--- config.mk ---
export PLATFORM = sky130hd
export DESIGN_NAME = stpw_ctrl
export DESIGN_NICKNAME = d
export VERILOG_FILES = /design/src/rtl/stpw_pkg.sv /design/src/rtl/stpw_ctrl.sv
export SDC_FILE = /design/constraint.sdc
export NUM_CORES = 1
export LEC_CHECK = 0
export BUFFER_PORTS_ARGS = -buffer_cell sky130_fd_sc_hd__buf_2
export CAP_MARGIN = 0
export CORE_AREA = 4 4 45 47
export CTS_CLUSTER_DIAMETER = 30
export DETAILED_ROUTE_END_ITERATION = 16
export DIE_AREA = 0 0 49 51
export REMOVE_ABC_BUFFERS = 1
export SLEW_MARGIN = 25
export SYNTH_ARGS = -nofsm -noshare
export SYNTH_HDL_FRONTEND = slang
export SYNTH_SLANG_ARGS = --single-unit
--- constraint.sdc ---
create_clock -name clock -period 1.8 [get_ports clock]
set_input_delay 0.36 -clock clock [delete_from_list [all_inputs] [get_ports clock]]
set_output_delay 0.36 -clock clock [all_outputs]
set_load 0.005 [all_outputs]
--- src/rtl/stpw_pkg.sv ---
`timescale 1ns / 1ps
// ----------------------------------------------------------------------------
// stpw_pkg
// Shared types, constants and helpers of the stage-2 page table walker.
// ----------------------------------------------------------------------------
package stpw_pkg;

   localparam int TBL_PAGES  = 16;
   localparam int IDX_W      = 9;
   localparam int DESCS      = 1 << IDX_W;
   localparam int DEPTH      = TBL_PAGES * DESCS;
   localparam int PG_W       = (TBL_PAGES > 1) ? $clog2(TBL_PAGES) : 1;
   localparam int ADDR_W     = PG_W + IDX_W;
   localparam int PU_W       = $clog2(TBL_PAGES + 1);

   localparam logic [1:0] KIND_MAP   = 2'd0;
   localparam logic [1:0] KIND_UNMAP = 2'd1;
   localparam logic [1:0] KIND_XLATE = 2'd2;
   localparam logic [1:0] KIND_UNDEF = 2'd3;

   localparam logic [2:0] REG_POOL_BASE  = 3'd0;
   localparam logic [2:0] REG_IS_RAM     = 3'd1;
   localparam logic [2:0] REG_GUEST_BASE = 3'd2;
   localparam logic [2:0] REG_PA_BASE    = 3'd3;
   localparam logic [2:0] REG_SIZE       = 3'd4;

   localparam logic [1:0] DESC_TABLE = 2'b11;

   typedef enum logic [2:0] {
      ST_OK, ST_INVAL, ST_RANGE, ST_NO_TABLES, ST_MAPPED, ST_UNMAPPED
   } status_type;

   typedef enum logic [3:0] {
      S_CLEAR, S_IDLE, S_CHK1, S_CHK2, S_RD, S_EVAL, S_ZERO, S_LINK, S_NEXT, S_DONE
   } ctrl_state_type;

   typedef struct packed {
      logic [39:0] pool_base;
      logic        region_is_ram;
      logic [39:0] region_guest_base;
      logic [39:0] region_pa_base;
      logic [40:0] region_size;
   } cfg_type;

   typedef struct packed {
      logic       load;
      logic       chk;
      logic       walk_start;
      logic       rd;
      logic       descend;
      logic       alloc;
      logic       zero_wr;
      logic       link_wr;
      logic       leaf_wr;
      logic       leaf_zero;
      logic       next_page;
      logic       clr_wr;
      logic       set_st;
      status_type st;
      logic       set_pa;
      logic       push;
   } cmd_type;

   typedef struct packed {
      logic [1:0] kind;
      logic       inval;
      logic       range_err;
      logic       lvl_last;
      logic       e_table;
      logic       e_valid;
      logic       desc_ok;
      logic       pool_full;
      logic       sweep_last;
      logic       clear_last;
      logic       page_last;
      logic       rsp_free;
   } stat_type;

   // table index of an address at a walk level (0 = root)
   function automatic logic [IDX_W-1:0] level_idx(input logic [39:0] ipa,
                                                  input logic [1:0] lvl);
      logic [IDX_W-1:0] r;
      case (lvl)
         2'd0:    r = ipa[38:30];
         2'd1:    r = ipa[29:21];
         default: r = ipa[20:12];
      endcase
      return r;
   endfunction

endpackage

--- src/rtl/stpw_ctrl.sv ---
`timescale 1ns / 1ps
// ----------------------------------------------------------------------------
// stpw_ctrl
// Sequencer: checks, table walk, allocation sweep and result hand-off.
// ----------------------------------------------------------------------------
module stpw_ctrl
   import stpw_pkg::*;
(
   input  logic     clock,
   input  logic     reset,
   input  logic     req_valid,
   output logic     req_ready,
   input  stat_type stat,
   output cmd_type  cmd
);

   ctrl_state_type state_ff, state_in;

   always_ff @(posedge clock) begin
      if (reset) state_ff <= S_CLEAR;
      else       state_ff <= state_in;
   end

   always_comb begin
      state_in = state_ff;
      case (state_ff)
         S_CLEAR: if (stat.clear_last) state_in = S_IDLE;
         S_IDLE:  if (req_valid) state_in = S_CHK1;
         S_CHK1:  state_in = S_CHK2;
         S_CHK2: begin
            if (stat.inval || (stat.kind != KIND_XLATE && stat.range_err)) state_in = S_DONE;
            else state_in = S_RD;
         end
         S_RD:    state_in = S_EVAL;
         S_EVAL: begin
            state_in = S_DONE;
            if (!stat.lvl_last) begin
               if (stat.e_table && stat.desc_ok) state_in = S_RD;
               else if (stat.kind == KIND_MAP && !stat.e_table && !stat.e_valid &&
                        !stat.pool_full) state_in = S_ZERO;
            end else if (stat.kind == KIND_MAP && !stat.e_valid && !stat.page_last) begin
               state_in = S_NEXT;
            end
         end
         S_ZERO:  if (stat.sweep_last) state_in = S_LINK;
         S_LINK:  state_in = S_RD;
         S_NEXT:  state_in = S_RD;
         S_DONE:  if (stat.rsp_free) state_in = S_IDLE;
         default: state_in = S_IDLE;
      endcase
   end

   always_comb begin
      cmd = '0;
      cmd.st = ST_OK;
      req_ready = 1'b0;
      case (state_ff)
         S_CLEAR: cmd.clr_wr = 1'b1;
         S_IDLE: begin
            req_ready = 1'b1;
            cmd.load  = req_valid;
         end
         S_CHK1: cmd.chk = 1'b1;
         S_CHK2: begin
            if (stat.inval) begin
               cmd.set_st = 1'b1;
               cmd.st     = ST_INVAL;
            end else if (stat.kind != KIND_XLATE && stat.range_err) begin
               cmd.set_st = 1'b1;
               cmd.st     = ST_RANGE;
            end else begin
               cmd.walk_start = 1'b1;
            end
         end
         S_RD: cmd.rd = 1'b1;
         S_EVAL: begin
            if (!stat.lvl_last) begin
               if (stat.e_table && stat.desc_ok) begin
                  cmd.descend = 1'b1;
               end else if (stat.kind == KIND_MAP) begin
                  if (!stat.e_table && !stat.e_valid && !stat.pool_full) begin
                     cmd.alloc = 1'b1;
                  end else begin
                     cmd.set_st = 1'b1;
                     cmd.st     = ST_NO_TABLES;
                  end
               end else begin
                  cmd.set_st = 1'b1;
                  cmd.st     = (stat.kind == KIND_UNMAP) ? ST_OK : ST_UNMAPPED;
               end
            end else begin
               case (stat.kind)
                  KIND_MAP: begin
                     if (stat.e_valid) begin
                        cmd.set_st = 1'b1;
                        cmd.st     = ST_MAPPED;
                     end else begin
                        cmd.leaf_wr = 1'b1;
                        if (stat.page_last) begin
                           cmd.set_st = 1'b1;
                           cmd.st     = ST_OK;
                        end else begin
                           cmd.next_page = 1'b1;
                        end
                     end
                  end
                  KIND_UNMAP: begin
                     cmd.leaf_zero = 1'b1;
                     cmd.set_st    = 1'b1;
                     cmd.st        = ST_OK;
                  end
                  default: begin
                     cmd.set_st = 1'b1;
                     cmd.st     = stat.e_table ? ST_OK : ST_UNMAPPED;
                     cmd.set_pa = stat.e_table;
                  end
               endcase
            end
         end
         S_ZERO:  cmd.zero_wr    = 1'b1;
         S_LINK:  cmd.link_wr    = 1'b1;
         S_NEXT:  cmd.walk_start = 1'b1;
         S_DONE:  cmd.push       = stat.rsp_free;
         default: cmd = '0;
      endcase
   end

endmodule

==> flow_summary_export.csv, run 1 <==
group,metric,value,unit
layout,largest_reg_flops,4,
layout,n_antenna_cell,0,
clock_tree,hold_buffers,0,
worst_setup_path,end_kind,"primary output",
clock_tree,cts.sinks,4,
sta,rsz0062_at_grt,"yes",
flow_run,cap_viol_max_count,0,
layout,nNetsFinal,142,
power_and_ir_drop,irDropWorstVdd,0.2051,mV
sta,tns,0,ns
global_route,grt_first_pass_wirelength,2.815,mm
sta,finalHoldViolations,0,
clock_tree,path_clk_slew,0.04,ns
drt,drtIter0Drc,9,
layout,area_growth,67.61,%
worst_setup_path,path_class,"reg -> out",
clock_tree,cts_tree,"yes",
die,initial_utilization,32.05,%
sta,finClkSkew,0.003457,ns
global_route,antenna_found_initial,0,
logic_synthesis,ys.flop_type,"dfxtp_1",
worst_setup_path,rrSetupSlack,0.34,ns
place,numPortBuffers,34,
die,chipHeight,51,um
place,place_area,748.2,um2
worst_setup_path,worstSetupStartpointType,"flip-flop",
drt,vias,738,
global_route,overflow,0,
sta,fin_crit_sh,97.16,%
sta,relSlewSlack,77.05,%
place,place.gp.congestion,0.7814,
worst_setup_path,arrival,1.39,ns
drt,drt-wirelength-per-cell,12.79,um
place,dp_hpwl,1.327,mm
die,boundaryPins,35,
layout,drive_above_1_share,50.81,%
place,dpl_worst_slack,0.08488,ns
global_route,grt_pass1_vias,690,
clock_tree,numCtsBuffers,3,
die,fp.dieArea,0.002499,mm2
global_route,track_usage,13.78,%
worst_setup_path,crit_required,1.44,ns
logic_synthesis,synthCells,78,
logic_synthesis,synth_area_per_cell,6.785,um2
die,core,0.001652,mm2
logic_synthesis,synth_warnings,0,
worst_setup_path,cp_max_fo,6,
logic_synthesis,yosys.area.top_type,"dfxtp_1",
sta,tightest_slew,0.3424,ns
power_and_ir_drop,p_leak,0.4353,nW
sta,setup_ws,0.05106,ns
sta,period_minus_slack,1.749,ns
logic_synthesis,ys_async_sr_fraction,0,%
layout,top_register,"state_ff",
sta,drv_slew,0,
logic_synthesis,ys_top_cells_by_count,"13 x nor2_1, 6 x nand2_1, 5 x nor3_1",
die,row_count,15,
sta,fmax,0.5718,GHz
clock_tree,insertion_delay,0.23,ns
clock_tree,clockBufferDepth,2,
logic_synthesis,synth_area,529.3,um2
run_status,status,"complete, no violations",
sta,finalSetupViolCount,0,
global_route,grt_max_degree,14,
logic_synthesis,yosys.area.top_type_share,15.13,%
clock_tree,root_buffer,"clkbuf_4",
logic_synthesis,yosysUniqueCellTypes,38,
die,dieWidth,49,um
layout,top_regs,"state_ff x4",
drt,detail-route-antenna-nets,0,
drt,drc,0,
drt,first_pass_iters,4,
layout,final_area,887.1,um2
drt,drt-total-wl,1.803,mm
logic_synthesis,ys_seq_area_share,15.13,%
logic_synthesis,synth_seq_cells,4,
clock_tree,cts_max_level,1,
logic_synthesis,synth-edff-count,0,
hold_path,min_path_type,"in -> reg",
drt,vias_per_cell,5.234,
logic_synthesis,synth.most_common_cell,"nor2_1",
logic_synthesis,synth.area.top_cells,"dfxtp_1 15%, nor2_1 9.2%, nor3_2 5.7%, nor3_1 4.7%, nand2_1 4.3%",
power_and_ir_drop,p_per_area,352.4,mW/mm2
[report_power, final]
part	internal [W]	switching [W]
registers	0.0000912	0.00000295
clock network	0.0000743	0.0000333
logic	0.0000563	0.0000546
[repair_timing]
action / CTS / global route
gates resized for setup: 8 / 6
endpoints found under the setup margin: 8 / 7
buffers inserted: 6 / 1
pin swaps: 4 / 3
[area by class of cell]
class                   count  area, um2
repair buffers             47      275.3
well taps                  17      21.27
multi-input cells          67      471.7
inverters                   3      11.26
fillers                   181      764.5
flip-flops and latches      4      85.08
clock buffers               3      22.52
[critical path, stage by stage, from the launching register on]
cell       delay [ns]
dfxtp_1          0.34
buf_6            0.13
nand4bb_4        0.14
a211oi_4         0.23
a22o_2           0.21
buf_2            0.11
[cells in the final DEF, fill, tap and decap left out, types with 2 or more instances in the layout]
| cell type | synthesis | routed |
|---|---|---|
| buf_2 | 2 | 34 |
| nor2_1 | 13 | 13 |
| buf_4 | 0 | 11 |
| nand2_1 | 6 | 6 |
| nor3_1 | 5 | 5 |
| nand2b_1 | 3 | 3 |
| nand3_1 | 3 | 3 |
| o21ai_0 | 3 | 3 |
| clkbuf_4 | 0 | 3 |
| nor2b_4 | 0 | 2 |
| nor3_2 | 3 | 2 |
| inv_1 | 2 | 2 |
| or3_1 | 2 | 2 |
| nor4_1 | 3 | 2 |
| a31oi_1 | 2 | 2 |
| buf_6 | 0 | 2 |
| dfxtp_1 | 4 | 2 |
[per-layer routing]
metal	wire length (um)	vias up	share of wire, %	global-route usage (%)
li1	-	389	-	-
met1	787	317	44	15.21
met2	849	32	47	25.22
met3	166	0	9.2	5.248
met4	0	0	0	2.242
met5	0	-	0	0
[cell families after synthesis]
kind of cell,count (synthesis),synth area share (%)
AND/OR/NAND/NOR,47,50.12
AO/OA/AOI/OAI,20,29.31
buffers and inverters,7,5.438
flip-flops,4,15.13
[final timing paths]
kind / startpoint / to / depth (start not counted)
min reg2reg: state_ff[0]$_SDFFE_PP0P_ / state_ff[3]$_SDFFE_PP0P_ / 3
min: reset / state_ff[2]$_SDFFE_PP0P_ / 2
max: state_ff[0]$_SDFFE_PP0P_ / cmd[5] / 5
max reg2reg: state_ff[0]$_SDFFE_PP0P_ / state_ff[1]$_SDFFE_PP0P_ / 6
[stage by stage]
stage | std cells | utilization [%] | hold slack (ns) | power, W
2_1_floorplan | 74 | - | 0.4607 | 0.0001378
3_3_place_gp | 131 | 45.30 | 0.6116 | 0.0001843
3_5_place_dp | 131 | 45.30 | 0.6129 | 0.0001848
4_1_cts | 140 | 51.44 | 0.3675 | 0.0003112
5_1_grt | 141 | 53.71 | 0.3757 | 0.0003359
6_report | 141 | 53.71 | 0.3678 | 0.0003126
(Power assumes the default switching activity.)
==> inputs of run 2 (changes only) <==
--- a/config.mk
+++ b/config.mk
@@ -11,6 +11,8 @@
 export CTS_CLUSTER_DIAMETER = 30
 export DETAILED_ROUTE_END_ITERATION = 16
 export DIE_AREA = 0 0 49 51
+export GPL_ROUTABILITY_DRIVEN = 1
+export PLACE_DENSITY = 0.69
 export REMOVE_ABC_BUFFERS = 1
 export SLEW_MARGIN = 25
 export SYNTH_ARGS = -nofsm -noshare
==> run 2 against run 1 <==
Effect of this change: critical path depth fell by 1; clock skew rose by 0.00077 ns; cell area rose by 2.8%; register-to-register slack got worse by 0.05 ns; count of clock-buffer cells in the layout did not move; largest power group unchanged.
==> flow_summary_export.csv, run 2 (synthesis gave the netlist of run 1 again) <==
group,metric,value,unit
clock_tree,cts_max_level,1,
clock_tree,cts_tree,"yes",
drt,drc,0,
drt,drt-wirelength-per-cell,13.79,um
place,numPortBuffers,34,
run_status,status,"complete, no violations",
place,place.gp.congestion,0.8575,
clock_tree,cts.sinks,4,
sta,tns,0,ns
place,dp_hpwl,1.351,mm
global_route,track_usage,14.93,%
worst_setup_path,rrSetupSlack,0.29,ns
worst_setup_path,r2r_cells,6,
hold_path,min_path_cells,2,
sta,tightest_slew,0.3462,ns
sta,setup_ws,0.05607,ns
die,core,0.001652,mm2
global_route,grt_first_pass_wirelength,3.070,mm
sta,relSlewSlack,76.70,%
die,row_count,15,
sta,drv_slew,0,
layout,largest_reg_flops,4,
layout,top_regs,"state_ff x4",
drt,drt-total-wl,1.945,mm
die,boundaryPins,35,
layout,nNetsFinal,142,
global_route,grt_max_degree,14,
power_and_ir_drop,p_leak,0.4416,nW
clock_tree,path_clk_slew,0.03,ns
layout,drive_above_1_share,57.26,%
clock_tree,root_buffer,"clkbuf_4",
die,fp.dieArea,0.002499,mm2
sta,period_minus_slack,1.744,ns
worst_setup_path,worstSetupStartpointType,"flip-flop",
place,dpl_worst_slack,0.1071,ns
drt,vias_per_cell,5.390,
layout,final_cell_mix,"34 x buf_2, 13 x nor2_1, 12 x buf_4",
sta,finalSetupViolCount,0,
sta,fmax,0.5734,GHz
power_and_ir_drop,p_per_area,350.8,mW/mm2
sta,rsz0062_at_grt,"yes",
drt,detail-route-antenna-nets,0,
die,initial_utilization,32.05,%
die,dieWidth,49,um
clock_tree,clockBufferDepth,2,
layout,n_antenna_cell,0,
global_route,grt_pass1_vias,726,
global_route,overflow,0,
flow_run,cap_viol_max_count,0,
sta,finClkSkew,0.004230,ns
hold_path,min_path_type,"in -> reg",
drt,first_pass_iters,4,
worst_setup_path,end_kind,"primary output",
layout,area_growth,72.34,%
layout,layout_commonest_cell,"buf_2",
global_route,antenna_found_initial,0,
sta,finalHoldViolations,0,
die,chipHeight,51,um
sta,fin_crit_sh,96.89,%
drt,vias,760,
worst_setup_path,cp_max_fo,6,
clock_tree,numCtsBuffers,3,
clock_tree,insertion_delay,0.24,ns
worst_setup_path,crit_required,1.44,ns
layout,top_register,"state_ff",
power_and_ir_drop,irDropWorstVdd,0.2723,mV
worst_setup_path,path_class,"reg -> out",
drt,drtIter0Drc,10,
worst_setup_path,arrival,1.38,ns
[run 2: critical path: stages (launching register included)]
cell and delay, ns:
dfxtp_4 0.36, nand4bb_4 0.25, a211oi_4 0.23, a22o_2 0.21, buf_2 0.11
[run 2: area by class of cell]
cell class | instances | area [um2]
fill | 159 | 739.5
tap | 17 | 21.27
multi-input combinational | 67 | 495.5
clock buffer | 3 | 22.52
sequential | 4 | 87.58
inverter | 3 | 13.76
timing repair buffer | 47 | 271.5
[run 2: worst paths after layout]
path | startpoint | to
worst max-delay path | state_ff[3]$_SDFFE_PP0P_ | cmd[5]
worst min-delay path | reset | state_ff[2]$_SDFFE_PP0P_
worst max register to register | state_ff[0]$_SDFFE_PP0P_ | state_ff[1]$_SDFFE_PP0P_
worst min register to register | state_ff[1]$_SDFFE_PP0P_ | state_ff[3]$_SDFFE_PP0P_
[run 2: metal layers]
layer	wire [um]	GRT usage, %
met5	0	0
met4	18	2.691
met1	759	18.15
met3	199	5.539
met2	968	25.22
[run 2: what timing repair did]
| item | CTS | global route |
|---|---|---|
| pin swaps | 3 | 6 |
| endpoints found under the setup margin | 8 | 7 |
| buffers inserted | 4 | 4 |
| hold buffers | 0 | 0 |
| gates resized for setup | 7 | 14 |
[run 2: stage by stage]
stage | power, W | cells | hold WS [ns] | utilization [%] | area, um2
3_5_place_dp | 0.0001846 | 130 | 0.6108 | 44.85 | 740.7
5_1_grt | 0.0003443 | 141 | 0.3401 | 55.23 | 912.1
2_1_floorplan | 0.0001378 | 74 | 0.4607 | - | 511.7
6_report | 0.0003200 | 141 | 0.3612 | 55.23 | 912.1
3_3_place_gp | 0.0001838 | 130 | 0.6062 | 44.85 | 740.7
4_1_cts | 0.0003139 | 137 | 0.3619 | 50.23 | 829.5
[run 2: where the power goes]
part           leakage (nW)  total [W]  switching (W)  internal, W
registers            0.0346  0.0000951     0.00000367    0.0000914
clock network        0.0138   0.000111      0.0000368    0.0000746
logic                 0.393   0.000114      0.0000561    0.0000575
