## src/rtl/stpw_pkg.sv

```systemverilog
`timescale 1ns / 1ps
// ----------------------------------------------------------------------------
// stpw_pkg
// Shared types, constants and helpers of the stage-2 page table walker.
// ----------------------------------------------------------------------------
package stpw_pkg;

   localparam int TBL_PAGES  = 16;
   localparam int IDX_W      = 9;
   localparam int DESCS      = 1 << IDX_W;
   localparam int DEPTH      = TBL_PAGES * DESCS;
   localparam int PG_W       = (TBL_PAGES > 1) ? $clog2(TBL_PAGES) : 1;
   localparam int ADDR_W     = PG_W + IDX_W;
   localparam int PU_W       = $clog2(TBL_PAGES + 1);

   localparam logic [1:0] KIND_MAP   = 2'd0;
   localparam logic [1:0] KIND_UNMAP = 2'd1;
   localparam logic [1:0] KIND_XLATE = 2'd2;
   localparam logic [1:0] KIND_UNDEF = 2'd3;

   localparam logic [2:0] REG_POOL_BASE  = 3'd0;
   localparam logic [2:0] REG_IS_RAM     = 3'd1;
   localparam logic [2:0] REG_GUEST_BASE = 3'd2;
   localparam logic [2:0] REG_PA_BASE    = 3'd3;
   localparam logic [2:0] REG_SIZE       = 3'd4;

   localparam logic [1:0] DESC_TABLE = 2'b11;

   typedef enum logic [2:0] {
      ST_OK, ST_INVAL, ST_RANGE, ST_NO_TABLES, ST_MAPPED, ST_UNMAPPED
   } status_type;

   typedef enum logic [3:0] {
      S_CLEAR, S_IDLE, S_CHK1, S_CHK2, S_RD, S_EVAL, S_ZERO, S_LINK, S_NEXT, S_DONE
   } ctrl_state_type;

   typedef struct packed {
      logic [39:0] pool_base;
      logic        region_is_ram;
      logic [39:0] region_guest_base;
      logic [39:0] region_pa_base;
      logic [40:0] region_size;
   } cfg_type;

   typedef struct packed {
      logic       load;
      logic       chk;
      logic       walk_start;
      logic       rd;
      logic       descend;
      logic       alloc;
      logic       zero_wr;
      logic       link_wr;
      logic       leaf_wr;
      logic       leaf_zero;
      logic       next_page;
      logic       clr_wr;
      logic       set_st;
      status_type st;
      logic       set_pa;
      logic       push;
   } cmd_type;

   typedef struct packed {
      logic [1:0] kind;
      logic       inval;
      logic       range_err;
      logic       lvl_last;
      logic       e_table;
      logic       e_valid;
      logic       desc_ok;
      logic       pool_full;
      logic       sweep_last;
      logic       clear_last;
      logic       page_last;
      logic       rsp_free;
   } stat_type;

   // table index of an address at a walk level (0 = root)
   function automatic logic [IDX_W-1:0] level_idx(input logic [39:0] ipa,
                                                  input logic [1:0] lvl);
      logic [IDX_W-1:0] r;
      case (lvl)
         2'd0:    r = ipa[38:30];
         2'd1:    r = ipa[29:21];
         default: r = ipa[20:12];
      endcase
      return r;
   endfunction

endpackage

```

## src/rtl/stpw_csr.sv

```systemverilog
`timescale 1ns / 1ps
// ----------------------------------------------------------------------------
// stpw_csr
// Register bank: pool base and the single guest region.
// ----------------------------------------------------------------------------
module stpw_csr
   import stpw_pkg::*;
(
   input  logic        clock,
   input  logic        reset,
   input  logic        psel,
   input  logic        penable,
   input  logic        pwrite,
   input  logic [5:0]  paddr,
   input  logic [63:0] pwdata,
   output logic [63:0] prdata,
   output cfg_type     cfg
);

   cfg_type    cfg_ff, cfg_in;
   logic       wr;
   logic [2:0] idx;

   assign idx = paddr[5:3];
   assign wr  = psel & penable & pwrite;

   always_comb begin
      cfg_in = cfg_ff;
      if (wr) begin
         case (idx)
            REG_POOL_BASE:  cfg_in.pool_base         = pwdata[39:0];
            REG_IS_RAM:     cfg_in.region_is_ram     = pwdata[0];
            REG_GUEST_BASE: cfg_in.region_guest_base = pwdata[39:0];
            REG_PA_BASE:    cfg_in.region_pa_base    = pwdata[39:0];
            REG_SIZE:       cfg_in.region_size       = pwdata[40:0];
            default:        cfg_in = cfg_ff;
         endcase
      end
   end

   always_ff @(posedge clock) begin
      if (reset) cfg_ff <= '0;
      else       cfg_ff <= cfg_in;
   end

   always_comb begin
      case (idx)
         REG_POOL_BASE:  prdata = {24'd0, cfg_ff.pool_base};
         REG_IS_RAM:     prdata = {63'd0, cfg_ff.region_is_ram};
         REG_GUEST_BASE: prdata = {24'd0, cfg_ff.region_guest_base};
         REG_PA_BASE:    prdata = {24'd0, cfg_ff.region_pa_base};
         REG_SIZE:       prdata = {23'd0, cfg_ff.region_size};
         default:        prdata = '0;
      endcase
   end

   assign cfg = cfg_ff;

endmodule

```

## config.mk

```make
export PLATFORM = sky130hd
export DESIGN_NAME = stpw_csr
export DESIGN_NICKNAME = d
export VERILOG_FILES = /design/src/rtl/stpw_pkg.sv /design/src/rtl/stpw_csr.sv
export SDC_FILE = /design/constraint.sdc
export NUM_CORES = 1
export LEC_CHECK = 0
export BUFFER_PORTS_ARGS = -buffer_cell sky130_fd_sc_hd__buf_2
export CAP_MARGIN = 30
export CORE_MARGIN = 3
export CORE_UTILIZATION = 53
export DETAILED_ROUTE_END_ITERATION = 8
export PLACE_DENSITY = 0.85
export SYNTH_ARGS = -nofsm -noshare
export SYNTH_HDL_FRONTEND = slang
export SYNTH_SLANG_ARGS = --single-unit
```

## constraint.sdc

```tcl
create_clock -name clock -period 2.3 [get_ports clock]
set_clock_uncertainty 0.2 [all_clocks]
set_input_delay 0.345 -clock clock [delete_from_list [all_inputs] [get_ports clock]]
set_output_delay 0.345 -clock clock [all_outputs]
set_load 0.1 [all_outputs]
```

==> reports/qor.csv, run 1 <==
stage,metric,value,unit
sta,RSZ-0062 raised after global routing,no,
clocking,H-tree levels,4,
clocking,CTS sink count,162,
synth,Yosys top cell by area,dfxtp_1,
synth,Compound-Gate Fraction of Synth Area,0.1413,
critical_path,Worst Setup End Kind,output pin,
hold_path,hold endpoint,cfg[146],
hold_path,hold path cells,3,
hold_path,Hold Startpoint,pwdata[24],
critical_path,Worst Path Required,1.75,ns
sta,Post-Route Setup TNS,0,ns
clocking,total CTS buffers,17,
floorplan,Die Span Y,127.9,um
pwr,leakage power,0.005039,uW
sta,Final Critical Period,2.238,ns
sta,Slew headroom,0.6398,
global_route,Global Route Usage Sum,0.3159,
sta,Tcrit/Tclk final,0.9731,
synth,cell with the most instances after synthesis,dfxtp_1,
critical_path,Critical Path AT,1.69,ns
synth,number of synthesized flops with an enable pin,0,
final_layout,antenna cells,0,
synth,commonest cells in the netlist,"dfxtp_1 (162), mux2i_1 (123), nand2b_1 (123)",
route,drt initial violations,722,
global_route,GRT Residual Overflow,0,
final_layout,share of layout cells above drive strength 1,0.3471,
sta,Min Hold Slack,0.03412,ns
global_route,largest net degree at the start of global routing,109,
critical_path,worst reg2reg endpoint,cfg[105],
sta,Slew @ Worst Pin,0.5404,ns
status,outcome,completed,
final_layout,P&R area growth vs syn,39.85,%
placement,Place WS,0.1069,ns
route,Top Layer Used,met4,
route,First-pass DRT Iterations,6,
sta,Max Fclk,446.8,MHz
hold_path,hold crit path type,in -> reg,
floorplan,Initial Util,0.5542,
floorplan,Core Area,14200,um2
sta,fin. max-slew vios,0,
synth,Synth top area share,0.4120,
synth,Area contributors post-synth,"dfxtp_1 (41%), mux2i_1 (16%), nand2b_1 (9.8%), o21ai_0 (5.2%), a21oi_1 (5.1%)",
sta,"Hold Violations, Final",0,
floorplan,Rows,43,
clocking,"Clk pin slew, worst setup/hold paths",0.06,ns
synth,Mapped Cells,895,
pwr,peak supply drop,0.5127,mV
synth,Synth Area in Adders,0,
global_route,antenna violations before repair,0,
critical_path,worst r2r path cells,2,
final_layout,# nets final,1226,
synth,Simple-Gate Fraction of Synth Area,0.2184,
synth,most used flip-flop cell after synthesis,dfxtp_1,
clocking,clk buf depth,2,
final_layout,max reg flops,162,
global_route,vias in the first global route,7954,
synth,ys async rst share,0,
synth,Post-Syn Area,7871,um2
route,M1 WL,10.10,mm
placement,RePlAce Congestion,0.8159,
floorplan,chip width,127.9,um
clocking,Clock Latency Late Sink,0.42,ns
route,routed len/inst,19.66,um
synth,post-synthesis mux area share,0.1564,
clocking,CTS tree,done,
sta,# setup viols final,0,
route,vias after detailed routing,8008,
sta,Worst Slack Setup Final,0.06187,ns
route,Routed WL,26.42,mm
route,ANT nets after route,0,
synth,flop and latch count out of synthesis,162,
synth,sequential fraction of the synthesis area,0.4120,
placement,Post-DP HPWL,17.19,mm
critical_path,CP Max Fanout,17,
clocking,root buf cell,clkbuf_16,
placement,buffers added on ports,251,
clocking,post-CTS setup buffers,0,
critical_path,CP Launch Type,input pin,
synth,Yosys cell types,26,
route,vias per inst,5.958,
synth,syn avg cell area,8.795,um2
pwr,Design Power,6593,uW
route,Met2 Routed Length,13.31,mm
synth,Synth Area in XOR/XNOR,0,
pwr,Cell Pwr Density,598.9,nW/um2
global_route,first-pass GRT wire length,41.26,mm
synth,yosys warns,0,
floorplan,Die ar.,16350,um2
flow_run,max_cap viols,0,
critical_path,critical path class,in -> out,
route,drc violations,0,
critical_path,Reg-to-Reg Start,cfg[105],
floorplan,I/O pin count,301,
synth,main combinational cell family by area after synthesis,simple AND/OR/NAND/NOR gates,
final_layout,post-layout util,0.7750,
route,metal3 WL,2.076,mm
critical_path,"setup slack, reg-to-reg",1.36,ns
[logic make-up (layout without fill, tap and decap cells)]
kind of cell           count (synthesis)  in the layout
multiplexers                         123            123
other                                  1             23
AND/OR/NAND/NOR                      296            296
AO/OA/AOI/OAI                        202            202
buffers and inverters                111            358
flip-flops                           162            162
[power by group]
part	total, uW	switching, uW	leakage (uW)	internal (uW)
clock	2850	1140	0.000282	1710
sequential	2850	17.9	0.00135	2830
combinational	898	652	0.00341	246
total	6590	1810	0.00504	4790
[critical path: stages]
cell and delay, ns:
buf_2 0.21, and2_2 0.40, buf_12 0.21, nand3b_1 0.10
o211ai_1 0.19, buf_12 0.22
[stage by stage]
step | instances | instance area, um2
final | 1344 | 11010
after global routing | 1344 | 11010
after CTS | 1344 | 11010
after detailed placement | 1272 | 10010
after global placement | 1272 | 10010
after floorplan | 917 | 8084
[final cells by class]
| cell class | count | area, um2 |
|---|---|---|
| sequential | 162 | 3341 |
| multi-input combinational | 644 | 4174 |
| clock buffer | 24 | 491.7 |
| tap | 180 | 225.2 |
| clock inverter | 8 | 101.3 |
| fill | 898 | 3196 |
| timing repair buffer | 326 | 2675 |
[cells in the final DEF (no fill, tap or decap), types with 2 or more instances in the layout]
cell type / netlist / routed
o211ai_1: 39 / 39
and2_2: 0 / 2
nand2_1: 42 / 41
dfxtp_2: 0 / 78
buf_2: 29 / 209
nand3b_1: 39 / 39
mux2i_1: 123 / 123
buf_12: 0 / 52
bufinv_16: 0 / 2
conb_1: 1 / 23
clkbuf_16: 0 / 17
a21oi_1: 80 / 80
clkinv_2: 0 / 2
clkbuf_1: 56 / 3
clkinvlp_4: 0 / 3
o21ai_0: 81 / 81
nand2b_1: 123 / 123
buf_4: 23 / 25
nand3_1: 80 / 80
clkbuf_8: 0 / 4
dfxtp_1: 162 / 84
dlygate4sd3_1: 0 / 40
[worst max-delay path by stage]
stage / startpoint / to / slack [ns] / depth (start not counted)
3_5_place_dp: paddr[4] / prdata[3] / 0.11 / 6
3_3_place_gp: paddr[4] / prdata[35] / 0.14 / 6
2_1_floorplan: paddr[3] / prdata[27] / -0.80 / 6
6_report: paddr[4] / prdata[31] / 0.06 / 6
4_1_cts: paddr[4] / prdata[31] / 0.08 / 6
5_1_grt: paddr[4] / prdata[31] / 0.02 / 6
[metal layers]
| metal | GRT usage | vias up |
|---|---|---|
| li1 | - | 3627 |
| met3 | 0.06917 | 90 |
| met1 | 0.3713 | 3848 |
| met4 | 0.1423 | 0 |
| met5 | 0 | - |
| met2 | 0.5502 | 443 |
[timing repair]
action                                  4_1_cts  5_1_grt
endpoints found under the hold margin        69        0
hold buffers                                 40        0
endpoints found under the setup margin        0        0
resized for setup                             0        0
No activity file was read; power rests on OpenSTA's default activity.
==> inputs of run 2 (changes only) <==
--- a/config.mk
+++ b/config.mk
@@ -11,6 +11,7 @@
 export CORE_UTILIZATION = 53
 export DETAILED_ROUTE_END_ITERATION = 8
 export PLACE_DENSITY = 0.85
+export SETUP_SLACK_MARGIN = 0.4
 export SYNTH_ARGS = -nofsm -noshare
 export SYNTH_HDL_FRONTEND = slang
 export SYNTH_SLANG_ARGS = --single-unit
==> run 2 against run 1 <==
  * Sequential share of layout area down 1.5 points
  * Fmax is 6.2% higher
  * Flip-flop and latch count unchanged
  * Non-clock buffer count is 13 higher
  * Clock power grew 7.7%
  * Worst setup slack better by 0.13 ns
  * Critical endpoint is now prdata[22]
  * Design area rose by 5.4%
  * Via count up 3.9%
  * Wire length rose by 10%
  * Critical path depth unchanged
  * Final cell count rose by 0.89%
==> reports/qor.csv, run 2 (synthesis gave the netlist of run 1 again) <==
stage,metric,value,unit,change
critical_path,"most used cell, CP",buf_12,,unchanged
sta,Slew @ Worst Pin,0.5248,ns,was 0.5404 ns
critical_path,"setup slack, reg-to-reg",1.27,ns,was 1.36 ns
route,vias per inst,6.139,,was 5.958
pwr,Design Power,6934,uW,was 6593 uW
pwr,leakage power,0.005378,uW,was 0.005039 uW
sta,Max Fclk,474.4,MHz,was 446.8 MHz
final_layout,"commonest non-fill, non-tap cell in the layout",buf_2,,unchanged
final_layout,# fillers,836,,was 898
final_layout,Reg area,3348,um2,was 3341 um2
clocking,CTS sink count,162,,unchanged
sta,fin. max-slew vios,0,,unchanged
placement,buffers added on ports,251,,unchanged
global_route,first-pass GRT wire length,44.27,mm,was 41.26 mm
final_layout,antenna cells,0,,unchanged
pwr,Clock Power Share,0.442,,was 0.432
final_layout,P&R area growth vs syn,47.42,%,was 39.85%
placement,Post-DP HPWL,16.37,mm,was 17.19 mm
clocking,"Clk pin slew, worst setup/hold paths",0.06,ns,about the same
sta,Tcrit/Tclk final,0.9165,,was 0.9731
critical_path,Reg-to-Reg Start,cfg[100],,was cfg[105]
pwr,Cell Pwr Density,597.6,nW/um2,was 598.9 nW/um2
global_route,met2 usage,0.5749,,was 0.5502
critical_path,worst r2r path cells,2,,unchanged
route,Routed WL,29.15,mm,was 26.42 mm
clocking,root buf cell,clkbuf_16,,unchanged
critical_path,Worst Path Required,1.75,ns,about the same
global_route,GR Util met1,0.4079,,was 0.3713
pwr,Sw Ratio,0.2648,,was 0.2740
critical_path,Buffers & Inverters on Critical Path,4,,was 3
final_layout,share of layout cells above drive strength 1,0.3673,,was 0.3471
route,drc violations,0,,unchanged
critical_path,Worst path slowest cell,or2_4,,was and2_2
critical_path,critical path class,in -> out,,unchanged
placement,placed cells,1261,,was 1272
status,outcome,completed,,unchanged
floorplan,Die ar.,16350,um2,unchanged
clocking,H-tree levels,4,,unchanged
sta,RSZ-0062 raised after global routing,yes,,was no
final_layout,final non-filler cell total,1356,,was 1344
critical_path,max incr delay on CP,0.32,ns,was 0.40 ns
final_layout,# nets final,1239,,was 1226
final_layout,max reg flops,162,,unchanged
global_route,GRT Residual Overflow,0,,unchanged
floorplan,Rows,43,,unchanged
pwr,cell-internal power,5097,uW,was 4786 uW
global_route,antenna violations before repair,0,,unchanged
sta,Final Critical Period,2.108,ns,was 2.238 ns
hold_path,Hold Startpoint,pwdata[31],,was pwdata[24]
flow_run,max_cap viols,0,,unchanged
critical_path,CP Launch Type,input pin,,unchanged
sta,"Hold Violations, Final",0,,unchanged
clocking,clk buf depth,2,,unchanged
critical_path,Critical Path AT,1.56,ns,was 1.69 ns
floorplan,chip width,127.9,um,unchanged
critical_path,critical-path cell list,buf_12 -> or2_4 -> buf_12 -> buf_16 -> o211ai_1 -> clkbuf_16,,was buf_2 -> and2_2 -> buf_12 -> nand3b_1 -> o211ai_1 -> buf_12
route,ANT nets after route,0,,unchanged
pwr,Net Sw Power,1836,uW,was 1807 uW
critical_path,CP Max Fanout,8,,was 17
clocking,CTS tree,done,,unchanged
hold_path,hold endpoint,cfg[112],,was cfg[146]
global_route,GR peak layer,met2,,unchanged
floorplan,Core Area,14200,um2,unchanged
route,drt initial violations,1004,,was 722
global_route,Global Route Usage Sum,0.3418,,was 0.3159
final_layout,most frequent cells in the layout,"buf_2 (206), mux2i_1 (123), nand2b_1 (123)",,"was buf_2 (209), mux2i_1 (123), nand2b_1 (123)"
pwr,peak supply drop,0.4890,mV,was 0.5127 mV
floorplan,Die Span Y,127.9,um,unchanged
placement,RePlAce Congestion,0.7770,,was 0.8159
critical_path,Worst Setup End Kind,output pin,,unchanged
pwr,combinational power share,0.147,,was 0.136
clocking,Clock Latency Late Sink,0.43,ns,was 0.42 ns
route,First-pass DRT Iterations,5,,was 6
critical_path,worst reg2reg endpoint,cfg[100],,was cfg[105]
final_layout,multi-input logic area,4227,um2,was 4174 um2
critical_path,Crit path max-delay family,buffers and inverters,,unchanged
pwr,Flop pwr share,0.410,,was 0.432
route,routed len/inst,21.50,um,was 19.66 um
global_route,vias in the first global route,8070,,was 7954
clocking,total CTS buffers,17,,unchanged
hold_path,hold path cells,3,,unchanged
sta,# setup viols final,0,,unchanged
floorplan,I/O pin count,301,,unchanged
hold_path,hold crit path type,in -> reg,,unchanged
global_route,largest net degree at the start of global routing,117,,was 109
global_route,Global Route met3 Usage,0.08625,,was 0.06917
floorplan,Initial Util,0.5542,,unchanged
sta,Slew headroom,0.6526,,was 0.6398
route,vias after detailed routing,8324,,was 8008
[run 2: cell count changes in the layout (fill, tap and decap cells not counted), moves of 3 or more]
cell       before  now
nand2_1        41   33
dfxtp_1        84   78
bufbuf_16       0    3
buf_4          25   19
dfxtp_2        78   84
nand2_4         0    6
bufinv_16       2    5
clkbuf_8        4    1
buf_16          0    7
clkbuf_16      17   27
buf_6           0    4
buf_2         209  206
[run 2: worst max-delay path by stage]
stage / from / end / cells past startpoint
floorplan: paddr[3] / prdata[27] / 6
global placement: paddr[3] / prdata[35] / 5
detailed placement: paddr[3] / prdata[35] / 5
CTS: paddr[5] / prdata[28] / 6
global route: paddr[3] / prdata[14] / 8
finish: paddr[3] / prdata[22] / 6
[run 2: layout make-up]
type / count / share of cell area
repair buffers: 339 / 0.2732
flip-flops and latches: 162 / 0.2885
well taps: 180 / 0.01941
clock buffers: 21 / 0.03882
multi-input cells: 644 / 0.3642
clock inverters: 10 / 0.01574
[run 2: power groups by stage]
stage	Sequential, uW	Combinational (uW)	Clock [uW]
final	2850	1020	3070
after global routing	2850	1050	3180
after CTS	2840	987	3070
after detailed placement	2910	821	0
after global placement	2910	814	0
after floorplan	3050	497	0
[run 2: routing by layer]
layer	part of all wire	vias to the layer above
met5	0	-
met4	0.038	0
met3	0.11	110
met2	0.49	601
met1	0.36	3968
li1	-	3645
[run 2: metrics by stage]
| stage | setup TNS [ns] | setup WS, ns | utilization | hold WS, ns | cell area [um2] |
|---|---|---|---|---|---|
| 2_1_floorplan | -28.50 | -0.8021 | - | 0.2852 | 8093 |
| 3_3_place_gp | 0 | 0.1547 | 0.7016 | 0.2648 | 9966 |
| 3_5_place_dp | 0 | 0.1390 | 0.7016 | 0.2734 | 9966 |
| 4_1_cts | 0 | 0.2242 | 0.8071 | 0.0001725 | 11460 |
| 5_1_grt | 0 | 0.1335 | 0.8169 | 0.006803 | 11600 |
| 6_report | 0 | 0.1920 | 0.8169 | 0.01349 | 11600 |
[run 2: tightest hold or removal path, delay by kind of cell]
family,cells,cell delay (ns)
compound gates,1,0.06
buf+inv,1,0.12
simple gates,1,0.07
[run 2: what timing repair did]
item                                    CTS  global route
hold endpoints to repair                 65             0
resized for setup                        24            24
pin swaps                                 8            12
cloned                                    9             1
setup buffers                            14             2
hold buffers                             38             0
endpoints found under the setup margin   41            41
